### config.mk
export PLATFORM = sky130hd
export DESIGN_NAME = nfcd_ram
export DESIGN_NICKNAME = d
export VERILOG_FILES = /design/src/rtl/core/nfcd_ram.sv
export SDC_FILE = /design/constraint.sdc
export NUM_CORES = 2
export LEC_CHECK = 0
export BUFFER_PORTS_ARGS = -buffer_cell sky130_fd_sc_hd__buf_2
export CAP_MARGIN = 40
export CORE_MARGIN = 4
export CORE_UTILIZATION = 45
export CTS_CLUSTER_DIAMETER = 150
export DETAILED_ROUTE_END_ITERATION = 6
export PLACE_DENSITY_LB_ADDON = 0.3
export SETUP_SLACK_MARGIN = 0.4
export SYNTH_ARGS = -nofsm -noshare
export SYNTH_HDL_FRONTEND = slang
export SYNTH_SLANG_ARGS = --single-unit
### constraint.sdc
create_clock -name i_clk -period 3.5 [get_ports i_clk]
set_input_delay 0.7 -clock i_clk [delete_from_list [all_inputs] [get_ports i_clk]]
set_output_delay 0.7 -clock i_clk [all_outputs]
set_load 0.02 [all_outputs]
### src/rtl/core/nfcd_ram.sv
// Generic single-write, single-read RAM with registered read data.
// Depends on nothing.
module nfcd_ram #(
    parameter int WIDTH = 8,
    parameter int DEPTH = 256
) (
    input  logic                     i_clk,
    input  logic                     i_we,
    input  logic [$clog2(DEPTH)-1:0] i_waddr,
    input  logic [WIDTH-1:0]         i_wdata,
    input  logic                     i_re,
    input  logic [$clog2(DEPTH)-1:0] i_raddr,
    output logic [WIDTH-1:0]         o_rdata
);
    logic [WIDTH-1:0] r_mem [DEPTH];
    logic [WIDTH-1:0] r_rdata;

    always_ff @(posedge i_clk) begin
        if (i_we) begin
            r_mem[i_waddr] <= i_wdata;
        end
        if (i_re) begin
            r_rdata <= r_mem[i_raddr];
        end
    end

    assign o_rdata = r_rdata;
endmodule

==> results.tsv <==
stage	metric	value	unit
run_status	status	complete, no violations	
finish	area_growth_syn_to_layout	16.27	%
yosys	seq_area_frac_synth	77.53	%
timing	fmax	0.3224	GHz
worst_setup_path	path_class	in -> reg	
yosys	yosysUniqueCellTypes	54	
timing	relSlewSlack	29.94	%
finish	drive_above_1_share	29.92	%
finish	utilization	52.58	%
yosys	async_flop_share	0	%
floorplan	ios	35	
flow_run	cap_viol_max_count	0	
timing	finalSetupViolations	0	
grt	grt_remaining_overflow	0	
yosys	yosysWarnings	0	
worst_hold_path	hp-start	i_re	
route	via_count	40290	
pwr	total_power	0.05108	W
yosys	synth_edf_count	2056	
place	numPortBuffers	34	
grt	grt_pass1_vias	39990	
floorplan	coreArea	176100	sq um
grt	grt_pass1_wl	289.7	mm
floorplan	die_area	183800	sq um
finish	stdcell_count	6780	
worst_hold_path	worstHoldPathType	in -> reg	
route	wl	200.6	mm
worst_hold_path	min_path_cells	1	
yosys	synth-main-ff-cell	edfxtp_1	
floorplan	initial_core_util	45.22	%
worst_setup_path	cp-end-kind	flip-flop	
cts	clkTransAtPathRegs	0.06	ns
worst_setup_path	reg2reg_to	o_rdata[7]	
route	avgRoutedWirePerCell	29.58	um
timing	rsz0062_at_grt	false	
floorplan	rows	154	
timing	report.final.slew_viol_count	0	
worst_setup_path	rr_worst_depth	6	
route	viasPerCell	5.943	
worst_setup_path	r2r-start	r_mem[210][7]	
worst_setup_path	arrival	3.67	ns
timing	finalCritPeriodShare	88.62	%
timing	worst_pin_slew	1.051	ns
cts	cts_max_path_buffers	3	
worst_setup_path	path_max_fanout	22	
timing	hold_violations	0	
yosys	syn_inst	3733	
finish	layout_commonest_cell	edfxtp_1	
cts	clock_latency	0.84	ns
finish	final_cell_mix	edfxtp_1, buf_4, mux4_2, nor2_1, clkbuf_16	
pwr	p_per_area	551.6	nW/um^2
pwr	leakage	29.55	nW
route	ant_nets	0	
grt	grt_start_max_net_pins	115	
finish	num-fill-cells	13620	
place	dp_hpwl	126.4	mm
yosys	ys_ff_latch	2056	
worst_setup_path	start_kind	input pin	
cts	cts_tree	done	
cts	cts_max_level	4	
yosys	avgSynthCellArea	21.33	sq um
worst_setup_path	cp.required	4.07	ns
worst_setup_path	timing.reg2reg.setup_slack	0.64	ns
floorplan	die_h	428.7	um
timing	final.min_clock_period	3.102	ns
cts	numCtsBuffers	200	
place	placedCellCount	6402	
route	drc	0	
worst_hold_path	min_to	o_rdata[1]	
timing	skew	0.06162	ns
route	dr.pass1.iters	6	
finish	nNetsFinal	4291	
finish	regArea	61740	sq um
route	drtIter0Drc	4899	
cts	cts_setup_buffers	0	
grt	grtUsageTotal	21.62	%
place	place.gp.congestion	0.8342	
grt	antenna_found_initial	15	
cts	clock_sinks	2056	
yosys	synthesis.nets	3760	
floorplan	fp.dieW	428.7	um
finish	multi_input_area	16490	sq um
pwr	ir_drop	443.9	uV
cts	cts_root_buf	clkbuf_16	
yosys	syn-cell-area	79640	sq um
timing repair:
action                                  in CTS  in global routing
endpoints found under the setup margin       0                  1
resized for setup                            0                  1
hold buffers                                 0                  0
synthesized netlist by cell type, types with 10 or more instances:
library cell | count | area [sq um]
a211oi_1 | 16 | 120.1
a21oi_1 | 96 | 480.5
a221oi_1 | 13 | 113.9
a22oi_1 | 133 | 998.5
buf_1 | 22 | 82.58
buf_2 | 31 | 155.2
buf_4 | 27 | 202.7
buf_6 | 21 | 236.5
buf_8 | 13 | 195.2
clkbuf_1 | 111 | 416.7
edfxtp_1 | 2056 | 61740
mux2i_1 | 134 | 1341
mux4_2 | 454 | 10220
nand2_1 | 33 | 123.9
nand3_1 | 34 | 170.2
nand4_1 | 10 | 62.56
nor2_1 | 282 | 1059
nor2b_1 | 31 | 193.9
nor3_1 | 22 | 110.1
nor4_1 | 24 | 150.1
o211ai_1 | 10 | 75.07
o21ai_0 | 10 | 50.05
o221ai_1 | 46 | 402.9
o22ai_1 | 28 | 175.2
kinds of logic (layout without fill, tap and decap cells):
kind of cell / after synthesis / after routing / share of synthesized area [%]
DFF: 2056 / 2056 / 77.53
muxes: 591 / 591 / 14.60
and+or+nand+nor: 466 / 466 / 2.625
AOI/OAI and AO/OA: 385 / 385 / 3.416
buffers and inverters: 235 / 937 / 1.829
other: 0 / 5 / 0
sequential cells by signal, summed over array words and instances (netlist names):
name	count
o_rdata	8
r_mem	2048
critical path, cell delays in order:
cell and delay [ns]:
buf_8 0.16, buf_12 0.23, buf_12 0.23, mux4_2 0.53
a22oi_1 0.41, a21oi_1 0.30, nor4_1 0.79, buf_4 0.23
nor4_1 0.04
worst max path at each step:
stage / startpoint / end / slack, ns / cells after the start
3_5_place_dp: i_raddr[0] / o_rdata[7] / -0.45 / 10
4_1_cts: i_raddr[0] / o_rdata[7] / 0.46 / 10
3_3_place_gp: i_raddr[0] / o_rdata[6] / -0.67 / 11
5_1_grt: i_raddr[0] / o_rdata[0] / 0.43 / 9
6_report: i_raddr[0] / o_rdata[7] / 0.40 / 9
2_1_floorplan: i_raddr[0] / o_rdata[2] / 0.72 / 9
area by class of cell:
| type | instances | share of cell area, % |
|---|---|---|
| tap | 2340 | 3.162 |
| sequential | 2056 | 66.68 |
| inverter | 2 | 0.008108 |
| timing repair buffer | 562 | 5.332 |
| multi-input combinational | 1442 | 17.81 |
| antenna | 5 | 0.01351 |
| clock inverter | 133 | 1.386 |
| clock buffer | 240 | 5.613 |
metal layers:
layer | wire [um] | track usage (%)
met1 | 82810 | 31.22
met2 | 96560 | 34.02
met3 | 15540 | 3.967
met4 | 5667 | 6.314
met5 | 0 | 0
power breakdown:
part           total, W  leakage, nW  switching (W)  internal, W
Sequential       0.0272         18.5      0.0000325       0.0272
Clock            0.0212         3.17        0.00912       0.0121
Combinational   0.00268         7.90        0.00166      0.00102
metrics by stage:
step                      worst slack, ns  TNS [ns]  instance area, sq um  hold slack (ns)
after global routing               0.4259         0                 92590           0.2535
after CTS                          0.4601         0                 92580           0.2472
after global placement            -0.6660    -2.515                 86060            1.129
final                              0.3985         0                 92590           0.3189
after detailed placement          -0.4481    -2.154                 86090            1.135
after floorplan                    0.7239         0                 79640           0.7989
Note: power is estimated with default switching activity, not from simulation.
