<file path="src/rtl/core/nfcd_pkg.sv">
// Shared types, constants and helpers for the NOR flash command device.
// Depends on nothing; imported by the interfaces, the decoder, the top level and the checker.
package nfcd_pkg;

    // array geometry
    localparam int ADDR_BITS   = 20;
    localparam int SECTOR_BITS = 16;
    localparam int ERASE_BITS  = (SECTOR_BITS >= ADDR_BITS) ? ADDR_BITS : SECTOR_BITS;
    localparam int ARRAY_DEPTH = 1 << ADDR_BITS;

    // bus field widths
    localparam int BUS_ADDR_W = 20;
    localparam int DATA_W     = 8;
    localparam int PHASE_W    = 3;

    localparam logic [ADDR_BITS-1:0] ERASE_MASK =
        ADDR_BITS'((64'd1 << ERASE_BITS) - 64'd1);
    localparam logic [ADDR_BITS-1:0] ARRAY_LAST = {ADDR_BITS{1'b1}};

    // command set constants
    localparam logic [ADDR_BITS-1:0] UNLOCK_ADDR1 = ADDR_BITS'(12'hAAA);
    localparam logic [ADDR_BITS-1:0] UNLOCK_ADDR2 = ADDR_BITS'(12'h555);
    localparam logic [DATA_W-1:0] UNLOCK_DATA1     = 8'hAA;
    localparam logic [DATA_W-1:0] UNLOCK_DATA2     = 8'h55;
    localparam logic [DATA_W-1:0] CMD_ERASE_SETUP  = 8'h80;
    localparam logic [DATA_W-1:0] CMD_PROGRAM      = 8'hA0;
    localparam logic [DATA_W-1:0] CMD_SECTOR_ERASE = 8'h30;
    localparam logic [DATA_W-1:0] ERASED_BYTE      = 8'hFF;

    // bus operations
    localparam logic OP_READ  = 1'b0;
    localparam logic OP_WRITE = 1'b1;

    // command sequence phases
    localparam logic [PHASE_W-1:0] PH_READ   = 3'd0;
    localparam logic [PHASE_W-1:0] PH_AA1    = 3'd1;
    localparam logic [PHASE_W-1:0] PH_AA2    = 3'd2;
    localparam logic [PHASE_W-1:0] PH_PROG   = 3'd3;
    localparam logic [PHASE_W-1:0] PH_ESETUP = 3'd4;
    localparam logic [PHASE_W-1:0] PH_EAA1   = 3'd5;
    localparam logic [PHASE_W-1:0] PH_EAA2   = 3'd6;

    // decoder verdict for one bus write
    typedef struct packed {
        logic [PHASE_W-1:0] next_phase;
        logic               do_prog;
        logic               do_erase;
        logic               abort;
    } t_cmd_dec;

    // fit a bus address to the array: drop or zero-fill the upper bits
    function automatic logic [ADDR_BITS-1:0] to_array_addr(input logic [BUS_ADDR_W-1:0] a);
        logic [BUS_ADDR_W+ADDR_BITS-1:0] wide;
        wide = {{ADDR_BITS{1'b0}}, a};
        return wide[ADDR_BITS-1:0];
    endfunction

endpackage

</file>
<file path="src/rtl/core/nfcd_cmd_dec.sv">
// Command sequence decoder: steps the unlock/command phase for one bus write.
// Depends on nfcd_pkg.
module nfcd_cmd_dec import nfcd_pkg::*; (
    input  logic [PHASE_W-1:0]   i_phase,
    input  logic [ADDR_BITS-1:0] i_addr,
    input  logic [DATA_W-1:0]    i_data,
    output t_cmd_dec             o_dec
);
    logic w_at1;
    logic w_at2;

    assign w_at1 = (i_addr == UNLOCK_ADDR1);
    assign w_at2 = (i_addr == UNLOCK_ADDR2);

    always_comb begin
        o_dec = '{next_phase: PH_READ, do_prog: 1'b0, do_erase: 1'b0, abort: 1'b0};
        case (i_phase)
            PH_AA1: begin
                if (w_at2 && i_data == UNLOCK_DATA2) o_dec.next_phase = PH_AA2;
                else                                 o_dec.abort = 1'b1;
            end
            PH_EAA1: begin
                if (w_at2 && i_data == UNLOCK_DATA2) o_dec.next_phase = PH_EAA2;
                else                                 o_dec.abort = 1'b1;
            end
            PH_AA2: begin
                if (w_at1 && i_data == CMD_PROGRAM)          o_dec.next_phase = PH_PROG;
                else if (w_at1 && i_data == CMD_ERASE_SETUP) o_dec.next_phase = PH_ESETUP;
                else                                         o_dec.abort = 1'b1;
            end
            PH_PROG: begin
                o_dec.do_prog = 1'b1;
            end
            PH_ESETUP: begin
                if (w_at1 && i_data == UNLOCK_DATA1) o_dec.next_phase = PH_EAA1;
                else                                 o_dec.abort = 1'b1;
            end
            PH_EAA2: begin
                if (i_data == CMD_SECTOR_ERASE) o_dec.do_erase = 1'b1;
                else                            o_dec.abort = 1'b1;
            end
            default: begin
                // read mode, and the unused codes that behave like it
                if (w_at1 && i_data == UNLOCK_DATA1) o_dec.next_phase = PH_AA1;
                else                                 o_dec.abort = 1'b1;
            end
        endcase
    end
endmodule

</file>
<file path="config.mk">
export PLATFORM = sky130hd
export DESIGN_NAME = nfcd_cmd_dec
export DESIGN_NICKNAME = d
export VERILOG_FILES = /design/src/rtl/core/nfcd_pkg.sv /design/src/rtl/core/nfcd_cmd_dec.sv
export SDC_FILE = /design/constraint.sdc
export NUM_CORES = 1
export LEC_CHECK = 0
export BUFFER_PORTS_ARGS = -buffer_cell sky130_fd_sc_hd__buf_2
export CORE_AREA = 8 8 45 47
export DETAILED_ROUTE_END_ITERATION = 8
export DIE_AREA = 0 0 53 55
export PLACE_DENSITY = 0.64
export SLEW_MARGIN = 20
export SYNTH_ARGS = -nofsm -noshare
export SYNTH_HDL_FRONTEND = slang
export SYNTH_SLANG_ARGS = --single-unit
</file>
<file path="constraint.sdc">
create_clock -name vclk -period 1.75
set_clock_uncertainty 0.2 [all_clocks]
set_input_delay 0.175 -clock vclk [all_inputs]
set_output_delay 0.175 -clock vclk [all_outputs]
set_load 0.03 [all_outputs]
</file>
==> results of run 1 <==
==> layout by cell type (no fill, tap or decap) <==
cell type	count
nor4_1	1
a21oi_1	1
nor4_4	2
buf_6	11
nor4bb_2	2
nand3_2	2
nor2_1	2
nor2b_1	1
a211oi_4	1
nor3b_1	3
o21ai_0	1
inv_1	1
nor4_2	1
buf_4	12
or3_4	1
o31ai_1	1
nand3_1	2
nor4b_4	2
nand2_1	3
nand4_1	5
nor3_4	1
buf_2	29
and4b_1	1
and4b_2	1
nand2_2	2
nor4bb_1	4
a31o_1	1
o21ai_1	2
a21bo_1	1
a21o_1	1
nor4b_2	1
nor3_1	2
nand2b_1	1
==> worst min-delay path, stage by stage <==
cell and delay (ps):
buf_2 160, nor3_1 70, buf_2 170
==> kinds of logic (layout without fill, tap and decap cells) <==
kind of cell	Yosys count	in the layout	synth area share [%]
buffers and inverters	3	53	2.960
AND/OR/NAND/NOR	40	40	79.61
AO/OA/AOI/OAI	9	9	17.43
==> area by class of cell <==
class | count | area [µm²] | share of cell area, %
repair buffers | 52 | 359.1 | 42.77
inverters | 1 | 3.754 | 0.4471
well taps | 16 | 20.02 | 2.385
multi-input cells | 49 | 456.7 | 54.40
==> power by group <==
part | leakage [nW] | switching (mW) | internal [mW] | total, mW
combinational | 0.365 | 0.0579 | 0.0695 | 0.127
clock | 0 | 0 | 0 | 0
sequential | 0 | 0 | 0 | 0
==> per-layer routing <==
layer	vias to the layer above	track usage [%]	share of wire (%)
met2	18	21.68	51
met5	-	0	0
li1	318	-	-
met4	0	0	0
met3	0	1.337	7.3
met1	289	12.52	41
==> path summary, 6_finish.rpt <==
path  startpoint  cells past startpoint        to
max    i_data[2]                      7  o_dec[3]
min   i_phase[0]                      3  o_dec[1]
==> what timing repair did <==
item,CTS,global route
setup buffers,1,0
hold buffers,0,0
setup endpoints to repair,4,4
pin swaps,5,9
gates resized for setup,19,11
==> per-stage QoR <==
step	std cells	utilization, %
2_1_floorplan	52	-
3_3_place_gp	117	49.91
3_5_place_dp	117	49.91
4_1_cts	118	57.14
5_1_grt	118	60.67
6_report	118	60.67
==> out/qor.yml, run 1 <==
io_pins: 37
setup_tns_ps: -26.20
seqCellArea_um2: 0
wirelength_um: 1633
fillCellCount: 123
overflow: 0
grt_setup_unrepaired: "true"
worst_setup_path_start_kind: "input port"
synth_top_area_share_pct: 15.79
floorplan.die_area_um2: 2915
synth_nets: 83
path_cells: "buf_6, nor4b_4, buf_4, nand3_2, a21bo_1, a211oi_4, buf_6"
pwr_density_cell_nw_per_um2: 151.7
finalWeightedCongestion: 0.7827
dpl_cell_area_um2: 690.7
core_um2: 1384
yosys_warnings: 0
nets: 135
place_ws_ps: -127.4
setup_ws_ps: -26.20
antenna_found_initial: 0
synth_common_cells: "nor4bb_1 (6), nand4_1 (5), nand2_1 (4), nand3_1 (4)"
p_total_mw: 0.1274
crit_type: "input port to primary output"
clkbuf_count: 0
cpPeakStageDelay_ps: 300
first_pass_iters: 4
syn_inst: 52
viasPerCell: 5.297
area_growth_pct: 120.7
ir_worst_vdd_uv: 73.61
tightest_slew_ps: 324.9
crit_path_top_delay_cell: "nor4b_4"
flops_and_latches: 0
grt_pass1_wl_um: 2656
hold_violations: 0
crit_top_cell: "buf_6"
first_iter_violations: 13
drc: 0
syn_area_per_cell_um2: 7.315
maxSlewViolCount: 0
track_usage_pct: 10.84
die_height_um: 55
cp_top_family: "compound AO/OA/AOI/OAI gates"
setup_viol: 1
arrival_ps: 1400
synth_area_um2: 380.4
final_cell_area_um2: 839.6
initial_utilization_pct: 27.49
fmax_mhz: 563.0
p_leak_nw: 0.3647
ys_seq_area_share_pct: 0
hold_class: "input port to primary output"
dp_hpwl_um: 1338
vias: 625
io_buffers: 37
cap_violations: 0
ys_types: 27
synth_top_area_cell: "nor4bb_1"
grt_pass1_vias: 655
drive_above_1_share_pct: 66.67
netlist_top_cells_area: "nor4bb_1 (16%), nand4_1 (8.2%), nor4_2 (6.6%)"
fin_crit_sh_pct: 101.5
status: "complete, but fails checks"
path_buf_inv: 3
violations: "setup timing"
slew_headroom_pct: 78.05
yosys.cell_count.top_type: "nor4bb_1"
critPathCaptureType: "primary output"
wire_per_inst_um: 13.84
postRouteAntennaNets: 0
grt_max_degree: 13
die_x_um: 53
num_rows: 14
cp_max_fo: 3
antenna_cells: 0
crit_required_ps: 1370
fin_crit_ps: 1776
hold_ws_ps: 550.7
(Power assumes the default switching activity.)
==> run 2: changes to the inputs <==
ABC_AREA = 1   (was not set)
PLACE_DENSITY = 0.7   (was 0.64)
==> run 2 against run 1 <==
Against the previous run:
- the flow now finishes without violations
- count of clock-buffer cells in the layout did not move
- combinational power fell by 20%
- sequential share of layout area did not move
- final area fell by 21%
- global-route usage fell by 0.82 points
- area after synthesis rose by 20%
- sequential cell count did not move
- critical endpoint is now o_dec[0]
- highest routed layer unchanged
==> out/qor.yml, run 2 <==
status: "finished, final reports clean"
finalWeightedCongestion: 0.8554
first_iter_violations: 11
track_usage_pct: 10.03
cts_setup_buffers: 0
antenna_cells: 0
p_leak_nw: 0.3741
yosys.cell_count.top_type: "nand2_1"
ys_types: 15
fin_crit_sh_pct: 87.27
viasPerCell: 4.560
die_height_um: 55
fin_crit_ps: 1527
grt_pass1_vias: 635
final_cell_mix: "buf_2 (37), nand2_1 (22), nor2_1 (19)"
cp_max_fo: 3
grt_max_degree: 7
seqCellArea_um2: 0
area_growth_pct: 44.93
die_x_um: 53
clkbuf_count: 0
multi_input_area_um2: 377.9
wirelength_um: 1417
overflow: 0
grt_setup_unrepaired: "false"
ys_seq_area_share_pct: 0
arrival_ps: 1150
postRouteAntennaNets: 0
synth_nets: 128
slew_headroom_pct: 83.41
synth_top_area_share_pct: 18.08
hold_buffers: 0
maxSlewViolCount: 0
worst_setup_path_start_kind: "input port"
hold_violations: 0
num_rows: 14
setup_viol: 0
floorplan.die_area_um2: 2915
final_common_cell: "buf_2"
vias: 684
io_buffers: 37
initial_utilization_pct: 33.00
flops_and_latches: 0
hold_class: "input port to primary output"
core_um2: 1384
pwr_density_cell_nw_per_um2: 154.3
syn_area_per_cell_um2: 4.708
cpPeakStageDelay_ps: 180
antenna_found_initial: 0
grt_pass1_wl_um: 2456
syn_inst: 97
netlist_top_cells_area: "nand2_1 (18%), nor2_1 (16%), nand3_1 (14%)"
drive_above_1_share_pct: 41.79
setup_tns_ps: 0
synth_common_cells: "nand2_1 (22), nor2_1 (19), inv_1 (16)"
wire_per_inst_um: 9.447
cap_violations: 0
fmax_mhz: 654.8
critPathCaptureType: "primary output"
fillCellCount: 166
hold_ws_ps: 482.9
path_cells: "buf_2, inv_1, nand2_1, nor2_1, nand2_1, nor2_2, nand2_2, a21oi_2, nand3_1, buf_2"
drc: 0
synth_top_area_cell: "nand2_1"
crit_type: "input port to primary output"
postCtsResizedCells: 0
crit_path_top_delay_cell: "buf_2"
dp_hpwl_um: 1314
io_pins: 37
synth_area_um2: 456.7
yosys_warnings: 0
first_pass_iters: 4
ir_worst_vdd_uv: 64.71
tightest_slew_ps: 248.0
crit_required_ps: 1370
nets: 167
-- run 2: cell count changes after synthesis, moves of 3 or more --
cell and delta:
inv_1 +15, inv_2 +5, nand2_1 +18, nand3_1 +9, nor2_1 +17, nor2_2 +6
nor2_4 +3, nor3b_1 -3, nor4bb_1 -6
-- run 2: report_power, final --
group	switching, mW	internal (mW)
logic	0.0570	0.0452
registers	0	0
clock network	0	0
-- run 2: path summary, 6_finish.rpt --
kind | startpoint | end | slack, ps | cells past startpoint
worst min-delay path | i_phase[2] | o_dec[2] | 480 | 3
worst max-delay path | i_addr[3] | o_dec[0] | 220 | 10
-- run 2: layer usage --
metal	global-route usage [%]	vias up	wire (µm)
li1	-	376	-
met5	0	-	0
met1	12.67	279	609
met2	17.58	29	608
met3	2.674	0	199
met4	0	0	0
-- run 2: kinds of logic after synthesis --
group	count (synthesis)	synth area share [%]
buffers and inverters	21	17.26
AOI/OAI and AO/OA	3	4.108
and+or+nand+nor	73	78.63
-- run 2: final cells by class --
class	count	share of cell area (%)
Multi-Input combinational cell	76	57.09
Inverter	21	11.91
Timing Repair Buffer	37	27.98
Tap cell	16	3.025
-- run 2: worst max-delay path, delay by kind of cell --
kind | cells | cell delay (ps)
compound gates | 1 | 110
buf+inv | 3 | 340
simple gates | 6 | 540
-- run 2: through the flow --
| stage | total power, mW | cells | worst slack [ps] | util, % | area (µm²) |
|---|---|---|---|---|---|
| after floorplan | 0.05125 | 97 | 261.7 | - | 456.7 |
| after global placement | 0.1001 | 150 | 234.4 | 47.83 | 661.9 |
| after detailed placement | 0.1025 | 150 | 212.3 | 47.83 | 661.9 |
| after CTS | 0.1030 | 150 | 209.9 | 47.83 | 661.9 |
| after global routing | 0.1161 | 150 | 87.61 | 47.83 | 661.9 |
| final | 0.1022 | 150 | 222.8 | 47.83 | 661.9 |
==> run 3: changes to the inputs <==
PLACE_DENSITY = 0.73   (was 0.7)
clock period = 1.4 ns   (was 1.75 ns; I/O delays follow)
==> run 3 against run 2 <==
Against the previous run:
- the flow now finishes with violations (setup timing)
- sequential cell count stayed put
- via count increased by 5.6%
- critical path depth unchanged
- total power grew 85%
- die area did not move
- combinational power up 85%
- utilization grew 17 points
- hold slack lost 74 ps
- first-iteration DRC count fell by 27%
- non-clock buffer count increased by 5
- global-route usage increased by 0.27 points
- final cell count increased by 3.3%
- largest power group unchanged
==> out/qor.yml, run 3 (synthesis results as in run 2) <==
area_growth_pct: 96.99
antenna_cells: 0
dp_hpwl_um: 1300
p_leak_nw: 0.4307
num_rows: 14
hp-start: "i_phase[2]"
dpl_cell_area_um2: 693.2
io_pins: 37
drive_above_1_share_pct: 60.43
crit_required_ps: 1060
tightest_slew_ps: 252.8
cp_max_fo: 3
maxSlewViolCount: 0
setup_viol: 3
place_ws_ps: -65.77
initial_utilization_pct: 33.00
fin_crit_ps: 1524
first_pass_iters: 4
min_to: "o_dec[2]"
fin_crit_sh_pct: 108.9
fmax_mhz: 656.1
vias: 722
io_buffers: 37
multi_input_area_um2: 459.2
die_height_um: 55
cap_violations: 0
min_path_cells: 3
drc: 0
grt_setup_unrepaired: "true"
postRouteAntennaNets: 0
fillCellCount: 121
final_cell_area_um2: 899.6
setup_ws_ps: -124.2
hold_violations: 0
wire_per_inst_um: 10.61
crit_path_top_delay_cell: "a21oi_2"
nets: 172
pwr_density_cell_nw_per_um2: 209.9
floorplan.die_area_um2: 2915
hold_class: "input port to primary output"
cpPeakStageDelay_ps: 150
hold_ws_ps: 408.9
worst_setup_path_start_kind: "input port"
first_iter_violations: 8
seqCellArea_um2: 0
track_usage_pct: 10.30
instances_no_fill: 155
arrival_ps: 1180
hold_buffers: 0
ir_worst_vdd_uv: 89.88
dpl.cell_count: 153
overflow: 0
final_cell_mix: "buf_2 (20), nor2_1 (16), nand2_1 (15), buf_6 (15), nand3_1 (10)"
core_um2: 1384
grt_pass1_wl_um: 2511
grt_max_degree: 7
slew_headroom_pct: 82.97
viasPerCell: 4.658
status: "complete, but fails checks"
final_common_cell: "buf_2"
violations: "setup timing"
cp_top_family: "simple AND/OR/NAND/NOR gates"
critPathCaptureType: "primary output"
p_total_mw: 0.1888
path_cells: "buf_6, inv_4, nand2_1, nor2_1, nand2_1, nor2_4, nand2_2, a21oi_2, nand3_2, buf_6"
antenna_found_initial: 0
wirelength_um: 1644
path_buf_inv: 3
grt_pass1_vias: 636
crit_type: "input port to primary output"
flops_and_latches: 0
clkbuf_count: 0
die_x_um: 53
finalWeightedCongestion: 0.8550
-- run 3: cell count changes in the layout (fill, tap and decap cells not counted), moves of 4 or more --
cell and change:
buf_4 +6, nand2_1 -7, inv_2 +4, nor2_4 +5, nand2_2 +7, buf_6 +15
inv_1 -8, buf_2 -17
-- run 3: layer usage --
layer | share of wire (%) | track usage (%)
met1 | 39 | 12.67
met2 | 51 | 19.14
met3 | 9.4 | 1.872
met4 | 0.12 | 0
met5 | 0 | 0
-- run 3: how the worst max path moves through the flow --
stage	start	endpoint	slack, ps	depth (start not counted)
2_1_floorplan	i_data[7]	o_dec[0]	120	8
3_3_place_gp	i_addr[0]	o_dec[3]	-40	9
3_5_place_dp	i_data[7]	o_dec[0]	-70	10
4_1_cts	i_addr[15]	o_dec[0]	-50	10
5_1_grt	i_data[3]	o_dec[0]	-200	10
6_report	i_data[3]	o_dec[0]	-120	10
-- run 3: power by group --
| group | leakage (nW) | switching [mW] | internal [mW] |
|---|---|---|---|
| Sequential | 0 | 0 | 0 |
| Combinational | 0.431 | 0.0929 | 0.0959 |
| Clock | 0 | 0 | 0 |
-- run 3: cell type report --
class	instances	share of cell area (%)
tap	16	2.225
multi-input combinational	76	51.04
inverter	21	10.15
timing repair buffer	42	36.58
-- run 3: worst min-delay path: stages --
cell and delay, ps:
buf_2 120, nor2_1 50, buf_2 160
-- run 3: repair_timing --
item | 4_1_cts | 5_1_grt
gates resized for setup | 25 | 31
setup buffers | 0 | 2
setup endpoints to repair | 4 | 5
pin swaps | 11 | 27
-- run 3: through the flow --
| stage | setup TNS (ps) | utilization (%) |
|---|---|---|
| after global placement | -133.3 | 50.09 |
| after global routing | -500.9 | 65.01 |
| after floorplan | 0 | - |
| after detailed placement | -219.1 | 50.09 |
| final | -138.7 | 65.01 |
| after CTS | -96.94 | 55.79 |
